`src/fk_pkg.sv`:
```
`timescale 1ns / 1ps
package fk_pkg;

   localparam int CORDIC_STAGES = 20;
   localparam int NUM_LANES = 6;
   localparam int NUM_TRIG = 12;
   localparam int NUM_TERMS = 34;
   localparam int TERM_FACTORS = 5;
   localparam int NUM_ROT = 9;

   localparam logic signed [33:0] CORDIC_GAIN = 34'sd652032874;
   localparam logic signed [33:0] CORDIC_ATAN [CORDIC_STAGES] = '{
      34'sd536870912, 34'sd316933406, 34'sd167458907, 34'sd85004756, 34'sd42667331,
      34'sd21354465, 34'sd10679838, 34'sd5340245, 34'sd2670163, 34'sd1335087,
      34'sd667544, 34'sd333772, 34'sd166886, 34'sd83443, 34'sd41722,
      34'sd20861, 34'sd10430, 34'sd5215, 34'sd2608, 34'sd1304
   };

   localparam logic signed [15:0] ONE_Q14 = 16'sd16384;

   // trig value codes: sine at 2*lane, cosine at 2*lane+1, unity last
   typedef logic [3:0] trig_sel_type;
   localparam trig_sel_type S1 = 4'd0;
   localparam trig_sel_type C1 = 4'd1;
   localparam trig_sel_type S2 = 4'd2;
   localparam trig_sel_type C2 = 4'd3;
   localparam trig_sel_type S23 = 4'd4;
   localparam trig_sel_type C23 = 4'd5;
   localparam trig_sel_type S4 = 4'd6;
   localparam trig_sel_type C4 = 4'd7;
   localparam trig_sel_type S5 = 4'd8;
   localparam trig_sel_type C5 = 4'd9;
   localparam trig_sel_type S6 = 4'd10;
   localparam trig_sel_type C6 = 4'd11;
   localparam trig_sel_type ONE = 4'd12;

   typedef logic [3:0] rot_sel_type;
   localparam rot_sel_type R_NX = 4'd0;
   localparam rot_sel_type R_OX = 4'd1;
   localparam rot_sel_type R_AX = 4'd2;
   localparam rot_sel_type R_NY = 4'd3;
   localparam rot_sel_type R_OY = 4'd4;
   localparam rot_sel_type R_AY = 4'd5;
   localparam rot_sel_type R_NZ = 4'd6;
   localparam rot_sel_type R_OZ = 4'd7;
   localparam rot_sel_type R_AZ = 4'd8;

   // factors of each product term, multiplied left to right
   localparam trig_sel_type TERM_FAC [NUM_TERMS][TERM_FACTORS] = '{
      '{C4, C5, S1, C23, ONE}, '{C1, C5, S4, ONE, ONE}, '{S1, S23, S5, ONE, ONE},
      '{C4, S5, S6, S1, C23}, '{C1, S5, S4, S6, ONE}, '{C5, S6, S1, S23, ONE},
      '{S4, C6, S1, C23, ONE}, '{C1, C4, C6, ONE, ONE},
      '{C4, S5, C6, S1, C23}, '{C1, S5, S4, C6, ONE}, '{C5, C6, S1, S23, ONE},
      '{S6, S4, S1, C23, ONE}, '{C1, C4, S6, ONE, ONE},
      '{C1, C4, C5, C23, ONE}, '{C1, S23, S5, ONE, ONE}, '{C5, S4, S1, ONE, ONE},
      '{C1, C4, S5, S6, C23}, '{C1, C5, S6, S23, ONE}, '{C1, S4, C6, C23, ONE},
      '{S5, S4, S6, S1, ONE}, '{C4, C6, S1, ONE, ONE},
      '{C1, C4, S5, C6, C23}, '{C1, C5, C6, S23, ONE}, '{C1, S6, S4, C23, ONE},
      '{S5, S4, C6, S1, ONE}, '{C4, S6, S1, ONE, ONE},
      '{S23, C4, C5, ONE, ONE}, '{C23, S5, ONE, ONE, ONE},
      '{C4, S5, S6, S23, ONE}, '{C5, S6, C23, ONE, ONE}, '{S23, S4, C6, ONE, ONE},
      '{C4, S5, C6, S23, ONE}, '{C5, C6, C23, ONE, ONE}, '{S23, S4, S6, ONE, ONE}
   };

   localparam logic TERM_NEG [NUM_TERMS] = '{
      1'b0, 1'b0, 1'b1,
      1'b0, 1'b0, 1'b0, 1'b1, 1'b0,
      1'b0, 1'b0, 1'b0, 1'b0, 1'b1,
      1'b1, 1'b0, 1'b0,
      1'b1, 1'b1, 1'b0, 1'b0, 1'b0,
      1'b1, 1'b1, 1'b1, 1'b0, 1'b1,
      1'b1, 1'b1,
      1'b1, 1'b0, 1'b0,
      1'b1, 1'b0, 1'b1
   };

   localparam rot_sel_type TERM_OUT [NUM_TERMS] = '{
      R_NX, R_NX, R_NX,
      R_OX, R_OX, R_OX, R_OX, R_OX,
      R_AX, R_AX, R_AX, R_AX, R_AX,
      R_NY, R_NY, R_NY,
      R_OY, R_OY, R_OY, R_OY, R_OY,
      R_AY, R_AY, R_AY, R_AY, R_AY,
      R_NZ, R_NZ,
      R_OZ, R_OZ, R_OZ,
      R_AZ, R_AZ, R_AZ
   };

   // one q1.14 product step, rounded half up
   function automatic logic signed [15:0] mul_q14(input logic signed [15:0] a,
                                                  input logic signed [15:0] b);
      logic signed [31:0] pr;
      logic signed [31:0] rs;
      pr = a * b;
      rs = (pr + 32'sd8192) >>> 14;
      return rs[15:0];
   endfunction

   // q3.30 cordic result to q1.14, clamped, turned back by a half circle if flipped
   function automatic logic signed [15:0] round_q14(input logic signed [33:0] v,
                                                    input logic flip);
      logic signed [33:0] rs;
      logic signed [17:0] r;
      rs = (v + 34'sd32768) >>> 16;
      r = rs[17:0];
      if (r > 18'sd16384) r = 18'sd16384;
      if (r < -18'sd16384) r = -18'sd16384;
      if (flip) r = -r;
      return r[15:0];
   endfunction

endpackage

```
`src/fk_cordic_cell.sv`:
```
`timescale 1ns / 1ps
module fk_cordic_cell #(
   parameter int STAGE = 0
) (
   input  logic               clock,
   input  logic               en,
   input  logic signed [33:0] x_in,
   input  logic signed [33:0] y_in,
   input  logic signed [33:0] z_in,
   input  logic               flip_in,
   output logic signed [33:0] x_out,
   output logic signed [33:0] y_out,
   output logic signed [33:0] z_out,
   output logic               flip_out
);

   logic signed [33:0] x_ff, y_ff, z_ff;
   logic               flip_ff;
   logic signed [33:0] xs, ys;

   assign xs = x_in >>> STAGE;
   assign ys = y_in >>> STAGE;

   always_ff @(posedge clock) begin
      if (en) begin
         if (!z_in[33]) begin
            x_ff <= x_in - ys;
            y_ff <= y_in + xs;
            z_ff <= z_in - fk_pkg::CORDIC_ATAN[STAGE];
         end else begin
            x_ff <= x_in + ys;
            y_ff <= y_in - xs;
            z_ff <= z_in + fk_pkg::CORDIC_ATAN[STAGE];
         end
         flip_ff <= flip_in;
      end
   end

   assign x_out = x_ff;
   assign y_out = y_ff;
   assign z_out = z_ff;
   assign flip_out = flip_ff;

endmodule

```
`config.mk`:
```
export PLATFORM = sky130hd
export DESIGN_NAME = fk_cordic_cell
export DESIGN_NICKNAME = d
export VERILOG_FILES = /design/src/fk_pkg.sv /design/src/fk_cordic_cell.sv
export SDC_FILE = /design/constraint.sdc
export NUM_CORES = 1
export LEC_CHECK = 0
export BUFFER_PORTS_ARGS = -buffer_cell sky130_fd_sc_hd__buf_2
export CAP_MARGIN = 15
export CORE_ASPECT_RATIO = 2
export CORE_MARGIN = 8
export CORE_UTILIZATION = 45
export CTS_BUF_LIST = sky130_fd_sc_hd__clkbuf_16
export DETAILED_ROUTE_END_ITERATION = 16
export HOLD_SLACK_MARGIN = 0.05
export PLACE_DENSITY = 0.69
export SLEW_MARGIN = 20
export SYNTH_ARGS = -nofsm -noshare
export SYNTH_HDL_FRONTEND = slang
export SYNTH_SLANG_ARGS = --single-unit
export TNS_END_PERCENT = 5
```
`constraint.sdc`:
```
create_clock -name clock -period 4.13 [get_ports clock]
set_input_delay 0.2065 -clock clock [delete_from_list [all_inputs] [get_ports clock]]
set_output_delay 0.2065 -clock clock [all_outputs]
set_load 0.1 [all_outputs]
```
After elaboration in Yosys (flattened, before gate mapping)
Cells that the tools add are included.
{"block": "word_totals", "out_inout_bits": 103, "register_bits": 103, "word_cells": 12, "in_bits": 105}
{"block": "op_classes", "add_sub_neg": 5, "mux": 3}
{"op": "$mux 34", "count": 3}
{"op": "$sub 34x34->34", "count": 2}
{"op": "$add 34x31->34 const B", "count": 1}
{"op": "$add 34x34->34", "count": 1}
{"op": "$sub 34x31->34 const B", "count": 1}

Depth between registers and ports, before layout
Gate-level depths: netlist of the first run.
{"block": "logic_depth", "word_depth": 2, "depth_mapped": 13, "ltp_nobuf": 13}

Worst setup path after synthesis of the first run
OpenSTA, ideal clock, no wires.
{"block": "synth_timing", "path_kind": "input to register", "start": "input x_in[0]", "end": "register x_ff[32], in the netlist x_out[32] (data pin)", "t_arrival_ns": 2.535, "path_slack_ns": 1.330, "setup_ns": 0.265, "path_buffers": 0, "cell_stages": 11, "t_required_ns": 3.865, "cell_sequence": "ha_1 > fa_1 > nor2b_1 > o211ai_1 > a2bb2oi_1 > a211oi_2 > o211ai_1 > a221oi_2 > o21ai_0 > a21o_1 > xnor2_1"}
{"block": "synth_via", "elab_chain_len": 2, "word_cells_on_any_way": 3, "cone_classes": "add/sub: 2; mux: 1"}
{"item": "start: declaration", "line": "fk_cordic_cell.sv:7", "rtl": "input logic signed [33:0] x_in,"}
{"item": "$sub 34x34->34 or $add 34x34->34 (tied branches)", "line": "fk_cordic_cell.sv:27, fk_cordic_cell.sv:31"}
{"item": "$mux 34 *", "line": "fk_cordic_cell.sv:26", "rtl": "if (!z_in[33]) begin"}
{"item": "end signal: assignment", "line": "fk_cordic_cell.sv:27", "rtl": "x_ff <= x_in - ys;"}
{"item": "end signal: assignment", "line": "fk_cordic_cell.sv:31", "rtl": "x_ff <= x_in + ys;"}
{"item": "end: declaration", "line": "fk_cordic_cell.sv:17", "rtl": "logic signed [33:0] x_ff, y_ff, z_ff;"}
Mark *: on every way between the ends. The rest lies on a longest branch, timed or not.
A chain may end at the register's enable or synchronous reset.

Worst setup path after layout of the first run
{"block": "layout_timing", "start": "input x_in[12]", "end": "register y_ff[31], in the netlist y_out[31] (data pin)"}
{"block": "layout_via", "elab_chain_len": 2, "word_cells_on_any_way": 3, "cone_classes": "add/sub: 2; mux: 1"}
{"item": "$add 34x34->34 or $sub 34x34->34 (tied branches)", "line": "fk_cordic_cell.sv:28, fk_cordic_cell.sv:32"}
{"item": "$mux 34 *", "line": "fk_cordic_cell.sv:26"}
{"item": "end signal: assignment", "line": "fk_cordic_cell.sv:28", "rtl": "y_ff <= y_in + xs;"}
{"item": "end signal: assignment", "line": "fk_cordic_cell.sv:32", "rtl": "y_ff <= y_in - xs;"}
{"item": "end: declaration", "line": "fk_cordic_cell.sv:17"}
Marked as above.

==> results of run 1 <==
final timing paths:
| kind | startpoint | to | slack (ns) | cells after the start |
|---|---|---|---|---|
| worst min-delay path | z_in[26] | z_out[26]$_DFFE_PP_ | 0.08 | 1 |
| worst max-delay path | x_in[12] | y_out[31]$_DFFE_PP_ | 0.79 | 13 |
kinds of logic (layout without fill, tap and decap cells):
kind of cell             after synthesis  in the layout
AO/OA/AOI/OAI                        325            325
XOR/XNOR                              67             67
adder cells (fa/ha/maj)              106            106
buffers and inverters                155            364
flip-flops                           102            102
multiplexers                          14             14
AND/OR/NAND/NOR                      228            228
cells in the final DEF (no fill, tap or decap), drive strengths merged, types with 11 or more instances in the layout:
master,count
a21o,31
a21oi,106
buf,212
dlygate4sd3,29
edfxtp,102
ha,102
inv,106
mux2i,14
nand2,48
nand3,12
nor2,95
nor3,12
nor4,11
o211ai,14
o21ai,65
o21bai,18
o31ai,16
xnor2,55
xor2,12
per-layer routing:
layer	vias to the layer above	GRT usage, %	wire [um]
met1	3769	29.2	12200
met5	-	0	0
met4	0	6.49	550
met3	38	2.92	2040
met2	379	32.6	12000
li1	3954	-	-
state kept, by name, summed over array words and instances (netlist names):
name and cells:
z_out 34, y_out 33, flip_out 1, x_out 34
cell type report:
type | instances | area [um^2]
clock inverters | 7 | 90.1
inverters | 107 | 402
multi-input cells | 740 | 5250
flip-flops and latches | 102 | 3060
clock buffers | 9 | 225
repair buffers | 241 | 1370
fillers | 1830 | 8910
well taps | 262 | 328
report_power, final:
part / switching [mW] / internal (mW) / total, mW
Clock: 0.341 / 0.527 / 0.867
Sequential: 0.0379 / 1.34 / 1.37
Combinational: 1.77 / 0.500 / 2.27
Total: 2.15 / 2.36 / 4.51
through the flow:
stage | power, mW | instance area [um^2] | instances
finish | 4.51 | 10700 | 1468
global route | 4.70 | 10700 | 1468
CTS | 4.52 | 10700 | 1468
detailed placement | 3.63 | 10100 | 1423
global placement | 3.62 | 10100 | 1423
floorplan | 3.18 | 8930 | 997
timing repair:
item                      4_1_cts  5_1_grt
hold buffers                   29        0
buffers inserted                0        0
hold endpoints to repair       29        0
==> results summary, run 1 <==
The floorplan row count came out at 73. Entering global routing, the biggest net connects 73 pins. The multiplexer area fraction after synthesis came out at 1.57%. For this run, the total global-route usage over all layers was measured as 21.0%. In this run the static leakage power is 4.86 nW. The commonest cells after synthesis are a21oi_1 (104), inv_1 (104), edfxtp_1 (102), ha_1 (102), nor2_1 (94). The depth of the CTS H-tree is 3.

Traced cell by cell, the critical path runs through buf_2, inv_1, ha_1, inv_1, a21oi_1, nor3b_1, o211ai_1, a221o_1, o311ai_2, a31oi_1, a31oi_1, o21ai_1, xnor2_1. The cell area that synthesis handed to floorplanning was 8930 um^2. The sequential area share after synthesis is 34.3%. The initial antenna violation count came out at 0. The flow ran to the end, and the final reports show no timing, DRC or antenna violations. The buffer cell driving the clock tree root is clkbuf_16.

The synthesis-to-layout area growth came out at 20.1%. Once detail routing completed, the nets flagged for antenna violations numbered 0. The required time of the critical path is 4.21 ns. The count of endpoints failing setup in the final report is 0. The via count of the first global-routing pass came out at 8002. Yosys printed 0 warnings. The count of cells resized by post-cts repair is 0. The adder and majority cell fraction of the synthesized area came out at 15.2%. The area of the placeable core is 19600 um^2. The diode insertion count for antenna repair is 0.

The total power per unit cell area is 420 nW/um^2. The core utilization of the finished layout came out at 54.6%. The compound-gate portion of the synthesized area came out at 23.6%.

The detailed-placement wirelength estimate is 21500 um. The count of distinct cell types in the synthesized netlist is 77. In this run, CTS created clock tree buffers numbering 9. The worst setup path is of the in -> reg kind. Among cell families on the critical path, the largest total delay comes from compound AO/OA/AOI/OAI gates. The length of the first detailed-routing pass in iterations is 6. The ratio of routed vias to standard cells is 5.54.

The number of synthesized register bits is 102. The number of slew-limit violations in the final report came out at 0. Yosys mapped a number of flops with a built-in enable equal to 102. After detailed routing, the average wire length per cell comes to 18.2 um.

The highest clock frequency the design can meet came out at 300 MHz. The number of buffer and inverter stages on the critical path is 3. The top cell type's share of synthesized area came out at 34.3%.

The final-report hold violation count came out at 0. The share of final-layout standard cells stronger than drive strength 1 is 20.6%. The critical path launch point type is an input pin.

The worst path meets setup with 0.791 ns of slack. The final clock period utilization by the worst path came out at 80.8%. In the synthesized netlist the dominant register cell turns out to be edfxtp_1. The synthesized design spends more area on one cell type than any other, namely edfxtp_1. The XOR/XNOR share of the synthesized area is 6.57%. The critical path's slowest cell is ha_1. The worst setup path is captured at a flop. The maximum number of buffers from clock root to sink is 2. The data arrival time of the worst path came out at 3.42 ns. The first-pass GRT wire length is 42000 um. The starting utilization of the core area came out at 45.5%. In the routed design, unresolved DRC markers number 0. The total overflow reported by the global router came out at 0. The starting DRC count in detailed routing is 678. The largest fanout on the critical path came out at 12. For this run, asynchronously set or reset flops after synthesis account for 0%. The longest individual stage delay on the worst path came out at 0.58 ns.

At the end of routability-driven placement, the weighted congestion stood at 0.942. The worst slew slack as a fraction of its limit is 42.3%. Setup repair after global routing left no endpoint under its margin. The total of buffers placed on input and output ports came out at 207. The number of instances in the synthesized netlist came out at 997. The die height came out at 215 um. The total via count after detailed routing came out at 8140. The worst hold slack is 0.0753 ns. The floorplan step defined a die boundary enclosing 24900 um^2. The area share of and/or/nand/nor cells after synthesis is 11.9%. The number of nets handed over by synthesis was 1208.

The transition time of the tightest slew-check pin came out at 0.866 ns. The I/O pin count came out at 208. The average instance in the mapped netlist occupies 8.96 um^2. The largest voltage drop on the vdd net came out at 0.270 mV. The pre-CTS setup slack is 0.497 ns. The number of nets at the end of the flow is 1412.

The clock net in this run drives a total of 102 sinks. The time the worst path needs with I/O delays and setup is 3.34 ns. The final sum of negative setup slack is 0 ns. The CTS tree is yes. The clock transition time at the flip-flop clock pins of the worst setup and hold paths is 0.06 ns. The sum of routed wire length over all layers is 26800 um. The floorplan die width came out at 116 um. The worst hold path belongs to the class in -> reg. After synthesis, the largest family of logic cells by area is compound AO/OA/AOI/OAI gates. The tool flagged a number of max-cap violations equal to 0. Ranked by total cell area, the synthesized netlist is headed by edfxtp_1 (34%), ha_1 (14%), a21oi_1 (5.8%), xnor2_1 (5.4%), inv_1 (4.4%).
Power figures use the tool's default switching activity.
==> inputs of run 2 (changes only) <==
ABC_AREA = 1   (was not set)
PLACE_DENSITY = 0.67   (was 0.69)
clock period = 3.26 ns   (was 4.13 ns; I/O delays follow)
==> run 2 against run 1 <==
Net effect: sequential power up 25%; die area up 16%; flip-flop and latch count unchanged; via count up 38%; worst hold slack better by 0.084 ns; global-route usage up 10 points; worst setup slack better by 0.099 ns; synthesized cell count up 52%.
==> results summary, run 2 <==
Result of the run: completed (unchanged). The sum of routed wire length over all layers came out at 44800 um (was 26800 um). The buffer cell driving the clock tree root is clkbuf_16 (unchanged).

The switching power summed over all nets came out at 3.10 mW (was 2.15 mW). The synthesis-to-layout area growth is 17.7% (was 20.1%). The number of buffers created by CTS is 9 (unchanged). The post-layout total power came to 5.94 mW (was 4.51 mW).

The cell area after synthesis was 10500 um^2 (was 8930 um^2). The synthesized netlist net count is 1730 (was 1208). The TritonCTS sink count is 102 (unchanged). The max-cap check violation count is 0 (unchanged). The placed instance count came out at 1982 (was 1423). The final weighted congestion of routability-driven global placement is 1.02 (was 0.942). The required time of the critical path is 3.39 ns (was 4.21 ns). The area of the placeable core came out at 23100 um^2 (was 19600 um^2). The diode insertion count for antenna repair came out at 0 (unchanged). The number of instances in the synthesized netlist was 1519 (was 997). The time the worst path needs with I/O delays and setup is 2.37 ns. Dividing the final minimum period by the clock period gives 72.7%. The switching share of total power came out at 52.3% (was 47.6%). The maximum number of buffers from clock root to sink came out at 2 (unchanged).

The floorplan row count is 79 (was 73). The share of final-layout standard cells stronger than drive strength 1 was 17.0% (was 20.6%). The post-place instance area came to 11800 um^2 (was 10100 um^2). The detailed-placement wirelength estimate came out at 37800 um (was 21500 um). The sequential area share after synthesis came out at 29.1% (was 34.3%). The most common flop cell mapped by yosys is edfxtp_1 (unchanged).

The total via count after detailed routing is 11200 (was 8140). Top post-synthesis cells by count: nand2_1 (402), inv_1 (217), nand3_1 (146), a21oi_1 (124), nor2_1 (124) (was a21oi_1 (104), inv_1 (104), edfxtp_1 (102), ha_1 (102), nor2_1 (94)). The count of placed standard cells in the final layout, fillers left out came to 2029 (was 1468). Leading cell types by total area after synthesis: edfxtp_1 (29%), nand2_1 (14%), ha_1 (12%), inv_1 (7.7%), nand3_1 (6.9%) (was edfxtp_1 (34%), ha_1 (14%), a21oi_1 (5.8%), xnor2_1 (5.4%), inv_1 (4.4%)). The number of slew-limit violations in the final report is 0 (unchanged).

The detail-routed net length per standard cell is 22.1 um (was 18.2 um). The number of buffer and inverter stages on the critical path is 3 (unchanged). The final-report hold violation count is 0 (unchanged). The met1 track demand over resource is 26.3% (was 29.2%).

The layer with the highest usage after global routing is met2 (unchanged). The ratio of routed vias to standard cells came out at 5.53 (was 5.54). Highest-count cells in the layout ignoring fill and taps: nand2_1 (402), inv_1 (217), buf_2 (206), nand3_1 (146) (was buf_2 (206), inv_1 (105), a21oi_1 (104), ha_1 (102), edfxtp_1 (102)).

The length of the first detailed-routing pass in iterations came to 6 (unchanged). Cells along the critical path: buf_2, inv_1, ha_1, a21oi_1, o21ai_0, inv_1, o211ai_2, xor2_1, o21ai_0 (was buf_2, inv_1, ha_1, inv_1, a21oi_1, nor3b_1, o211ai_1, a221o_1, o311ai_2, a31oi_1, a31oi_1, o21ai_1, xnor2_1). The worst hold slack is 0.159 ns (was 0.0753 ns).

The met3 demand-to-capacity share in global routing was 4.04% (was 2.92%). The final sum of negative setup slack came out at 0 ns (unchanged). The clock network fraction of design power is 19.9% (was 19.2%).

The maximum number of pins on one net before global-route repair came out at 69 (was 73). The total of warnings raised by yosys is 0 (unchanged). The CTS tree is yes (unchanged). The longest individual stage delay on the worst path is 0.59 ns (was 0.58 ns). The total of buffers placed on input and output ports came out at 207 (unchanged). The floorplan die width is 124 um (was 116 um). The most common library cell in the layout ignoring fill and taps is nand2_1 (was buf_2). The via count of the first global-routing pass came to 11400 (was 8002).

The gate family responsible for the most delay along the worst path is compound AO/OA/AOI/OAI gates (unchanged). The transition time of the tightest slew-check pin came to 0.782 ns (was 0.866 ns). The worst slew slack as a fraction of its limit came to 47.8% (was 42.3%). The first-pass GRT wire length was 65000 um (was 42000 um). The largest fanout on the critical path was 11 (was 12). The initial antenna violation count is 0 (unchanged). The total power per unit cell area is 480 nW/um^2 (was 420 nW/um^2).

The number of flops mapped to enable cells by yosys is 102 (unchanged). The sequential power share came to 28.9% (was 30.5%). The depth of the CTS H-tree came out at 3 (unchanged).

The share of flip-flops with an asynchronous set or reset is 0% (unchanged). The count of distinct cell types in the synthesized netlist is 47 (was 77). The design area came to 12400 um^2 (was 10700 um^2).

The critical path launch point type is an input pin (unchanged). The largest voltage drop on the vdd net was 0.495 mV (was 0.270 mV). The critical setup path kind is in -> reg (unchanged). The internal power component is 2.83 mW (was 2.36 mW).

The starting utilization of the core area came out at 45.5% (about the same). The clock transition time at the flip-flop clock pins of the worst setup and hold paths came out at 0.09 ns (was 0.06 ns). The cell leakage power came out at 6.29 nW (was 4.86 nW). The class of the tightest hold or removal check is in -> reg (unchanged). The total overflow reported by the global router came out at 0 (unchanged). The top cell type's share of synthesized area came out at 29.1% (was 34.3%). The number of nets with antenna violations after detailed routing is 0 (unchanged). The data arrival time of the worst path came out at 2.50 ns (was 3.42 ns).

The number of nets at the end of the flow is 1952 (was 1412). The floorplan die area was 28800 um^2 (was 24900 um^2). The met2 global-route usage is 58.3% (was 32.6%). The average cell area after synthesis came to 6.92 um^2 (was 8.96 um^2).

The combinational share of power is 51.3% (was 50.3%). The total setup buffers inserted after CTS is 0 (unchanged). The global-route usage over all layers came out at 31.1% (was 21.0%). The count of endpoints failing setup in the final report is 0 (unchanged). The I/O pin count was 208 (unchanged). The critical path's slowest cell was ha_1 (unchanged). The die height came out at 232 um (was 215 um). RSZ-0062 raised after global routing: false (unchanged). The element type at the critical path end is a flop (unchanged).

By instance count, the leading cell after synthesis is nand2_1. The remaining design rule violation count is 0 (unchanged). Timing would allow up to 422 MHz. The number of synthesized register bits is 102 (unchanged). The starting DRC count in detailed routing is 852 (was 678). The cell type contributing the most total cell area after synthesis is edfxtp_1 (unchanged).
-- run 2: cell count changes after synthesis, sizes merged, moves of 19 or more --
cell | before | now
xnor2 | 55 | 1
inv | 105 | 226
o21ai | 65 | 102
nand3 | 12 | 149
a21o | 31 | 12
nand2 | 48 | 413
nor2 | 95 | 134
a21oi | 106 | 129
-- run 2: logic make-up (layout without fill, tap and decap cells) --
family / count (synthesis) / count (layout) / synth area share [%]
simple gates: 738 / 738 / 30.3
compound gates: 276 / 276 / 14.6
xor+xnor: 28 / 28 / 2.33
fa+ha+maj: 106 / 106 / 12.9
flops: 102 / 102 / 29.1
mux: 1 / 1 / 0.0952
buf+inv: 268 / 495 / 10.7
-- run 2: what timing repair did --
action	4_1_cts	5_1_grt
endpoints found under the hold margin	31	0
setup endpoints to repair	0	0
gates resized for setup	0	0
hold buffers	31	0
-- run 2: path summary, 6_finish.rpt --
check,startpoint,endpoint,slack [ns],cells past startpoint
hold / removal,z_in[30],z_out[30]$_DFFE_PP_,0.16,2
setup / recovery,x_in[6],y_out[9]$_DFFE_PP_,0.89,9
-- run 2: through the flow --
step                      worst slack [ns]  util (%)
final                                0.890      53.5
after global routing                 0.841      53.5
after CTS                            0.876      53.5
after detailed placement             0.456      50.8
after global placement               0.488      50.8
after floorplan                       1.36         -
-- run 2: power by group through the flow --
stage / Clock (mW) / Sequential [mW] / Combinational, mW
2_1_floorplan: 0 / 2.89 / 1.07
3_3_place_gp: 0 / 1.74 / 2.98
3_5_place_dp: 0 / 1.74 / 3.00
4_1_cts: 1.19 / 1.72 / 3.04
5_1_grt: 1.24 / 1.73 / 3.21
6_report: 1.18 / 1.71 / 3.04
-- run 2: cell type report --
cell class / instances / area (um^2)
clock inverters: 7 / 81.3
clock buffers: 9 / 225
multi-input cells: 1149 / 6330
well taps: 283 / 354
inverters: 227 / 852
repair buffers: 252 / 1470
fillers: 2419 / 10800
flip-flops and latches: 102 / 3060
-- run 2: layer usage --
layer | vias up | share of wire [%]
met5 | - | 0
met3 | 183 | 4.6
li1 | 5400 | -
met2 | 458 | 54
met4 | 0 | 11
met1 | 5171 | 30
==> inputs of run 3 (changes only) <==
clock period = 2.3 ns   (was 3.26 ns; I/O delays follow)
==> run 3 against run 2 <==
Net effect: core utilization rose by 6.4 points; non-clock buffer count rose by 194; critical path type unchanged; sequential power rose by 42%; sequential share of layout area fell by 2.7 points; wire length rose by 0.88%; worst hold slack got worse by 0.034 ns; flip-flop and latch count did not move; clock-buffer cell count did not move; worst setup slack got worse by 0.64 ns; via count rose by 6.6%.
==> results summary, run 3 (synthesis results as in run 2) <==
The critical path's slowest cell is fa_1 (was ha_1). The largest voltage drop on the vdd net is 0.784 mV (was 0.495 mV). The gate family responsible for the most delay along the worst path is adder cells (was compound AO/OA/AOI/OAI gates). The final weighted congestion of routability-driven global placement is 1.08 (was 1.02). The sum of routed wire length over all layers is 45200 um (was 44800 um). The buffer cell driving the clock tree root is clkbuf_16 (unchanged). The initial antenna violation count was 1 (was 0). The floorplan row count was 79 (unchanged). The total overflow reported by the global router is 0 (unchanged). The core utilization of the finished layout came out at 59.9% (was 53.5%). RSZ-0062 raised after global routing: false (unchanged).

The ratio of routed vias to standard cells is 5.38 (was 5.53). The highest clock frequency the design can meet came out at 488 MHz. The maximum number of pins on one net before global-route repair came out at 63 (was 69).

The starting utilization of the core area is 45.5% (unchanged). The detailed-placement wirelength estimate came out at 38000 um (was 37800 um). The area occupied by multi-input gates is 6340 um^2 (was 6330 um^2). The global-route usage over all layers is 31.4% (was 31.1%). Highest-count cells in the layout ignoring fill and taps: nand2_1 (402), inv_1 (217), buf_4 (206), buf_2 (206), nand3_1 (146) (was nand2_1 (402), inv_1 (217), buf_2 (206), nand3_1 (146)).

The data arrival time of the worst path came to 2.20 ns (was 2.50 ns). The die height came out at 232 um (unchanged). The starting DRC count in detailed routing is 732 (was 852). The critical path launch point type is an input pin (unchanged). The number of buffers created by CTS came to 9 (unchanged). The via count of the first global-routing pass is 12300 (was 11400). The critical setup path kind is in -> reg (unchanged). The final-report hold violation count was 0 (unchanged). The total via count after detailed routing is 12000 (was 11200). The fill cell total of the finished layout is 2243 (was 2419). The floorplan die area was 28800 um^2 (unchanged). The final sum of negative setup slack is 0 ns (unchanged). Cells along the critical path: buf_2, ha_1, fa_1, nand2_1, nor2_1, nor2_1, o21ai_2, buf_4, xor2_1, o21ai_0, buf_4 (was buf_2, inv_1, ha_1, a21oi_1, o21ai_0, inv_1, o211ai_2, xor2_1, o21ai_0). The CTS tree is yes (unchanged). The number of slew-limit violations in the final report was 0 (unchanged). The transition time of the tightest slew-check pin is 0.755 ns (was 0.782 ns). The count of endpoints failing setup in the final report is 0 (unchanged). The number of buffer and inverter stages on the critical path came out at 3 (unchanged). The TritonCTS sink count is 102 (unchanged). The longest individual stage delay on the worst path is 0.47 ns (was 0.59 ns).

The synthesis-to-layout area growth was 31.8% (was 17.7%). The max-cap check violation count is 0 (unchanged). The most common library cell in the layout ignoring fill and taps is nand2_1 (unchanged).

The length of the first detailed-routing pass in iterations is 7 (was 6). The class of the tightest hold or removal check is in -> reg (unchanged). The post-layout total power is 8.82 mW (was 5.94 mW). The share of final-layout standard cells stronger than drive strength 1 is 25.3% (was 17.0%). The storage element area is 3060 um^2 (unchanged). The worst slew slack as a fraction of its limit was 49.6% (was 47.8%).

The remaining design rule violation count is 0 (unchanged). The required time of the critical path came out at 2.45 ns (was 3.39 ns). The smallest clock period supported by the final layout is computed as 2.05 ns. The number of nets at the end of the flow is 2146 (was 1952). The total of buffers placed on input and output ports came to 207 (unchanged). The worst hold slack came to 0.125 ns (was 0.159 ns). Dividing the final minimum period by the clock period gives 89.1%. The number of nets with antenna violations after detailed routing was 0 (unchanged). The clock transition time at the flip-flop clock pins of the worst setup and hold paths came to 0.08 ns (was 0.09 ns). The element type at the critical path end is a flop (unchanged).

The largest fanout on the critical path was 3 (was 11). The floorplan die width came out at 124 um (unchanged). The area of the placeable core was 23100 um^2 (unchanged). The maximum number of buffers from clock root to sink came out at 2 (unchanged).

The total power per unit cell area came to 636 nW/um^2 (was 480 nW/um^2). The detail-routed net length per standard cell came out at 20.3 um (was 22.1 um). The cell leakage power is 7.23 nW (was 6.29 nW).

The first-pass GRT wire length came to 66300 um (was 65000 um). Result of the run: completed (unchanged). The depth of the CTS H-tree is 3 (unchanged).

The I/O pin count came out at 208 (unchanged).
run 3: cell count changes in the layout (fill, tap and decap cells not counted), sizes merged:
cell	change
buf	+194
diode	+1
run 3: worst paths after layout:
path | from | to | slack (ns) | cells past startpoint
setup / recovery | x_in[0] | x_out[8]$_DFFE_PP_ | 0.25 | 11
hold / removal | z_in[30] | z_out[30]$_DFFE_PP_ | 0.13 | 2
run 3: routing by layer:
| metal | vias to the layer above | share of wire (%) | global-route usage [%] | wire length, um |
|---|---|---|---|---|
| met5 | - | 0 | 0 | 0 |
| met4 | 0 | 11 | 30.6 | 4890 |
| met3 | 196 | 4.7 | 3.85 | 2100 |
| met2 | 477 | 54 | 59.0 | 24400 |
| met1 | 5483 | 31 | 26.7 | 13900 |
| li1 | 5800 | - | - | - |
run 3: cell type report:
class / count / share of cell area (%)
clock inverter: 7 / 0.587
sequential: 102 / 22.1
inverter: 227 / 6.15
multi-input combinational: 1149 / 45.7
timing repair buffer: 446 / 21.3
clock buffer: 9 / 1.62
antenna: 1 / 0.0181
tap: 283 / 2.55
run 3: power by group:
group	internal [mW]	switching, mW	leakage [nW]
logic	1.26	3.48	6.08
registers	2.34	0.0929	0.997
clock network	0.785	0.860	0.150
run 3: repair_timing:
action,CTS,global route
setup endpoints to repair,0,1
buffers inserted,0,0
endpoints found under the hold margin,31,0
hold buffers,31,0
resized for setup,0,1
run 3: stage by stage:
step                instance area, um^2  std cells  setup WS (ns)
floorplan                         10500       1519          0.451
global placement                  13200       2176         -0.205
detailed placement                13200       2176         -0.249
CTS                               13900       2223          0.147
global route                      13900       2224         0.0731
finish                            13900       2224          0.252
